--- src/hdl/tmcc_pkg.sv ---
// ----------------------------------------------------------------------------
// Contour cell package
// Shared widths, payload word types and the triangle case table.
// ----------------------------------------------------------------------------
package tmcc_pkg;

    localparam int SAMPLE_BITS = 16;
    localparam int COORD_BITS  = 16;
    localparam int FRAC_BITS   = 4;
    localparam int INDEX_BITS  = 12;
    localparam int OUT_BITS    = COORD_BITS + FRAC_BITS;
    localparam int H_BITS      = SAMPLE_BITS + 3;
    localparam int P_BITS      = H_BITS + OUT_BITS + 1;
    localparam int Q_BITS      = P_BITS + 1;

    localparam logic [3:0] K_NONE = 4'd0;
    localparam logic [3:0] K_AB   = 4'd1;
    localparam logic [3:0] K_BC   = 4'd2;
    localparam logic [3:0] K_CA   = 4'd3;
    localparam logic [3:0] K_ABC  = 4'd4;
    localparam logic [3:0] K_BCA  = 4'd5;
    localparam logic [3:0] K_CAB  = 4'd6;
    localparam logic [3:0] K_XAB  = 4'd7;
    localparam logic [3:0] K_XBC  = 4'd8;
    localparam logic [3:0] K_XCA  = 4'd9;

    typedef struct packed {
        logic signed [SAMPLE_BITS-1:0] corner_bl;
        logic signed [SAMPLE_BITS-1:0] corner_br;
        logic signed [SAMPLE_BITS-1:0] corner_tr;
        logic signed [SAMPLE_BITS-1:0] corner_tl;
        logic signed [COORD_BITS-1:0]  x_left;
        logic signed [COORD_BITS-1:0]  x_right;
        logic signed [COORD_BITS-1:0]  y_bottom;
        logic signed [COORD_BITS-1:0]  y_top;
        logic signed [SAMPLE_BITS-1:0] level;
        logic [INDEX_BITS-1:0]         cell_col;
        logic [INDEX_BITS-1:0]         cell_row;
    } t_cell;

    typedef struct packed {
        logic signed [OUT_BITS-1:0]    start_x;
        logic signed [OUT_BITS-1:0]    start_y;
        logic signed [OUT_BITS-1:0]    end_x;
        logic signed [OUT_BITS-1:0]    end_y;
        logic signed [SAMPLE_BITS-1:0] seg_level;
        logic [INDEX_BITS-1:0]         tag_col;
        logic [INDEX_BITS-1:0]         tag_row;
        logic                          last;
    } t_seg;

    // Signs are coded 0 negative, 1 zero, 2 positive.
    function automatic logic [3:0] seg_case(input logic [1:0] a, input logic [1:0] b,
                                            input logic [1:0] c);
        logic [4:0] idx;
        logic [3:0] k;
        idx = 5'(a) * 5'd9 + 5'(b) * 5'd3 + 5'(c);
        case (idx)
            5'd2:  k = K_XBC;
            5'd4:  k = K_BC;
            5'd5:  k = K_BCA;
            5'd6:  k = K_XAB;
            5'd7:  k = K_CAB;
            5'd8:  k = K_XCA;
            5'd10: k = K_CA;
            5'd11: k = K_ABC;
            5'd12: k = K_AB;
            5'd13: k = K_CA;
            5'd14: k = K_AB;
            5'd15: k = K_ABC;
            5'd16: k = K_CA;
            5'd18: k = K_XCA;
            5'd19: k = K_CAB;
            5'd20: k = K_XAB;
            5'd21: k = K_BCA;
            5'd22: k = K_BC;
            5'd24: k = K_XBC;
            default: k = K_NONE;
        endcase
        return k;
    endfunction

    function automatic logic [1:0] sgn_code(input logic signed [H_BITS-1:0] h);
        return (h == '0) ? 2'd1 : (h[H_BITS-1] ? 2'd0 : 2'd2);
    endfunction

endpackage

--- src/hdl/tmcc_div.sv ---
// ----------------------------------------------------------------------------
// Contour cell divider
// Pipelined restoring divider, one quotient bit per stage, truncating.
// ----------------------------------------------------------------------------
module tmcc_div
    import tmcc_pkg::*;
(
    input  logic                      i_clk,
    input  logic signed [P_BITS-1:0]  i_num,
    input  logic signed [H_BITS:0]    i_den,
    output logic signed [OUT_BITS-1:0] o_quo
);
    localparam int NB = P_BITS;
    localparam int DB = H_BITS + 1;

    logic [NB-1:0] r_q   [0:NB];
    logic [DB-1:0] r_rem [0:NB];
    logic [DB-1:0] r_d   [0:NB];
    logic          r_neg [0:NB];

    always_ff @(posedge i_clk) begin
        r_q[0]    <= i_num[NB-1] ? NB'(-i_num) : NB'(i_num);
        r_rem[0]  <= '0;
        r_d[0]    <= i_den[DB-1] ? DB'(-i_den) : DB'(i_den);
        r_neg[0]  <= i_num[NB-1] ^ i_den[DB-1];
    end

    for (genvar g = 0; g < NB; g++) begin : g_st
        logic [DB:0] n_t;
        assign n_t = {r_rem[g], r_q[g][NB-1]};
        always_ff @(posedge i_clk) begin
            if (n_t >= {1'b0, r_d[g]}) begin
                r_rem[g+1] <= DB'(n_t - {1'b0, r_d[g]});
                r_q[g+1]   <= {r_q[g][NB-2:0], 1'b1};
            end else begin
                r_rem[g+1] <= DB'(n_t);
                r_q[g+1]   <= {r_q[g][NB-2:0], 1'b0};
            end
            r_d[g+1]    <= r_d[g];
            r_neg[g+1]  <= r_neg[g];
        end
    end

    assign o_quo = r_neg[NB] ? OUT_BITS'(-r_q[NB]) : OUT_BITS'(r_q[NB]);
endmodule

--- config.mk ---
export PLATFORM = sky130hd
export DESIGN_NAME = tmcc_div
export DESIGN_NICKNAME = d
export VERILOG_FILES = /design/src/hdl/tmcc_pkg.sv /design/src/hdl/tmcc_div.sv
export SDC_FILE = /design/constraint.sdc
export NUM_CORES = 2
export LEC_CHECK = 0
export BUFFER_PORTS_ARGS = -buffer_cell sky130_fd_sc_hd__buf_4
export CAP_MARGIN = 10
export CORE_MARGIN = 4
export CORE_UTILIZATION = 55
export DETAILED_ROUTE_END_ITERATION = 8
export PLACE_DENSITY = 0.73
export SLEW_MARGIN = 20
export SYNTH_ARGS = -nofsm -noshare
export SYNTH_HDL_FRONTEND = slang
export SYNTH_SLANG_ARGS = --single-unit
--- constraint.sdc ---
create_clock -name i_clk -period 3.65 [get_ports i_clk]
set_clock_uncertainty 0.1 [all_clocks]
set_input_delay 1.095 -clock i_clk [delete_from_list [all_inputs] [get_ports i_clk]]
set_output_delay 1.095 -clock i_clk [all_outputs]
set_load 0.02 [all_outputs]
==> results.toml <==
[worst_setup_path]
critPathTopFamily = "simple AND/OR/NAND/NOR gates"
cp.required_ps = 2450
cp-end-kind = "primary output"
timing.critical_path.mode_cell = "or4_4"
rr_startpoint = "r_d[3][1]"
crit_path_max_incr_delay_ps = 550
cp.arrival_ps = 3130
ff2ff_path_depth = 13
cpMaxStageDelayCell = "or4_4"
start_kind = "flip-flop"
crit_chain = "or4_4 > or3_4 > or4_4 > o31ai_4 > xnor2_1 > buf_4"
worstSetupStartpoint = "r_q[2][326]"
worstPathMaxFanout = 3
rrSetupSlack_ps = 30
cp_num_buf_inv = 1
r2r_end = "r_rem[0][91]"
path_class = "reg -> out"

[power]
powerDensity_mw_per_mm2 = 959
total_power_uw = 109000
p_switching_uw = 36700
pwr-share-seq = 0.364
swShare = 0.335
p_comb_frac = 0.376
clkPwrFrac = 0.260
power.internal_uw = 72600
vdd_ir_drop_max_v = 0.000626
leakagePower_uw = 0.0522

[drt]
dr.pass1.iters = 5
drt-met1-wl_um = 87700
ant_nets = 0
num_vias = 66300
wl_per_cell_um = 15.9
drt_iter0_markers = 3515
routed_wl_um = 199000
routed-wl-met3_um = 7810
drc = 0
met2WireLength_um = 95200
routed.top_layer = "met4"
via_per_inst = 5.29

[yosys]
synth_edf_count = 0
netlist_area_mm2 = 0.100
synthArstFlopShare = 0
ys.warnings.count = 0
synth_nets = 10500
synth_cells = 9642
syn_area_per_cell_um2 = 10.4
synth.distinct_cells = 86
ys.flop_type = "dfxtp_1"
yosysSeqAreaShare = 0.530
ys_seq_elements = 2651

[global_route]
antenna_found_initial = 3
grt_pass1_vias = 65800
grt_max_degree = 42
grt_overflow = 0
grt_pass1_wl_um = 325000
grt.total_usage = 0.208

[clock_tree]
cts_tree = "yes"
h-tree-depth = 5
clkSinkCount = 2651
clk_pin_slew_ps = 60
cts_buffers = 283
worstSkewPairLatency_ps = 900
cts_root_buf = "clkbuf_16"
cts_buffer_depth = 4

[floorplan]
core_area_mm2 = 0.181
die_w_um = 434
dieArea_mm2 = 0.189
initial_core_util = 0.553
num_rows = 156
die_h_um = 434
ioPinCount = 81

[outcome]
status = "complete, but fails checks"
violations = "setup timing"

[flow_run]
cap_violations = 0

[placement]
place_congestion = 0.919
dp_cells = 12100
place.port_buffers = 80
placed_area_mm2 = 0.104
hpwl_um = 148000

[finish]
drive_above_1_share = 0.105
fin_nets = 10900
final_common_cell = "dfxtp_1"
syn2layout_area_growth_pct = 13.8
design_area_mm2 = 0.114
layout_common_cells = "dfxtp_1, inv_1, ha_1, a21oi_1, nor2_1"
final_cells = 12600

[hold_path]
hp-class = "reg -> reg"
hold_start = "r_q[0][154]"
holdPathEnd = "r_q[0][195]"
holdPathStages = 0

[sta]
worst_slack_ps = -671
rsz0062_at_grt = "true"
final-hold-violation-count = 0
min_period_ps = 4320
slew_headroom = 0.340
setup_violations = 11
fin_crit_sh = 1.18
fmax_mhz = 231
tightest_slew_ps = 987
slew_violations = 0
==> synth_stat cells, types with 79 or more instances <==
library cell / count / share of area
a21oi_1: 664 / 0.033
nand4_1: 96 / 0.0060
xnor2_1: 433 / 0.038
mux2_2: 321 / 0.036
inv_1: 989 / 0.037
nor2b_1: 90 / 0.0056
o21a_1: 106 / 0.0080
a21o_1: 276 / 0.021
xor2_1: 249 / 0.022
nand2b_1: 114 / 0.0071
nand2_1: 542 / 0.020
nand3_1: 98 / 0.0049
o21ai_0: 536 / 0.027
clkbuf_1: 79 / 0.0030
ha_1: 785 / 0.098
dfxtp_1: 2651 / 0.53
nor3_1: 117 / 0.0059
nor2_1: 552 / 0.021
==> registers in the layout (all words and copies together) (netlist names) <==
name,cells
r_neg,41
r_d,800
r_rem,780
r_q,1030
==> through the flow <==
stage	hold slack, ps	TNS, ps	setup WS [ps]	util
global route	171	-8680	-785	0.630
CTS	145	-6560	-782	0.629
floorplan	210	0	107	-
global placement	210	-2550	-294	0.577
finish	210	-5720	-671	0.630
detailed placement	212	-2220	-273	0.577
==> how the worst max path moves through the flow <==
stage,to,slack (ps),depth (start not counted)
2_1_floorplan,r_q[0][33],110,8
3_3_place_gp,r_q[0][34],-290,10
3_5_place_dp,r_q[0][35],-270,10
4_1_cts,o_quo[19],-780,6
5_1_grt,o_quo[15],-790,7
6_report,o_quo[19],-670,6
==> area by class of cell <==
class,instances,area [um2]
inverter,989,3710
clock inverter,111,1390
antenna,1,2.50
clock buffer,372,7980
fill,14300,66900
multi-input combinational,5870,43100
tap,2370,2970
sequential,2651,53100
timing repair buffer,188,1690
==> cells by family (layout without fill, tap and decap cells) <==
logic type,count (synthesis),in the layout,synth area share
and+or+nand+nor,1870,1870,0.0886
buffers and inverters,1121,1660,0.0427
DFF,2651,2651,0.530
adders and majority gates,823,823,0.106
other,0,1,0
AOI/OAI and AO/OA,2127,2127,0.132
xor gates and xnor gates,682,682,0.0597
muxes,368,368,0.0409
==> routing by layer <==
metal  global-route usage  vias up
li1                     -    33600
met1                0.258    30800
met2                0.362     1425
met3               0.0305      520
met4               0.0888        0
met5                    0        -
==> repair_timing <==
item	CTS	global route
resized for setup	15	50
endpoints found under the setup margin	12	311
pin swaps	6	6
hold buffers	0	0
setup buffers	1	2
==> power groups by stage <==
stage,Sequential [uW],Combinational [uW],Clock (uW)
final,39800,41100,28400
after global routing,40400,46100,30300
after CTS,39800,40800,29100
after detailed placement,40300,40300,0
after global placement,40300,39200,0
after floorplan,38500,32200,0
Power figures use the tool's default switching activity.
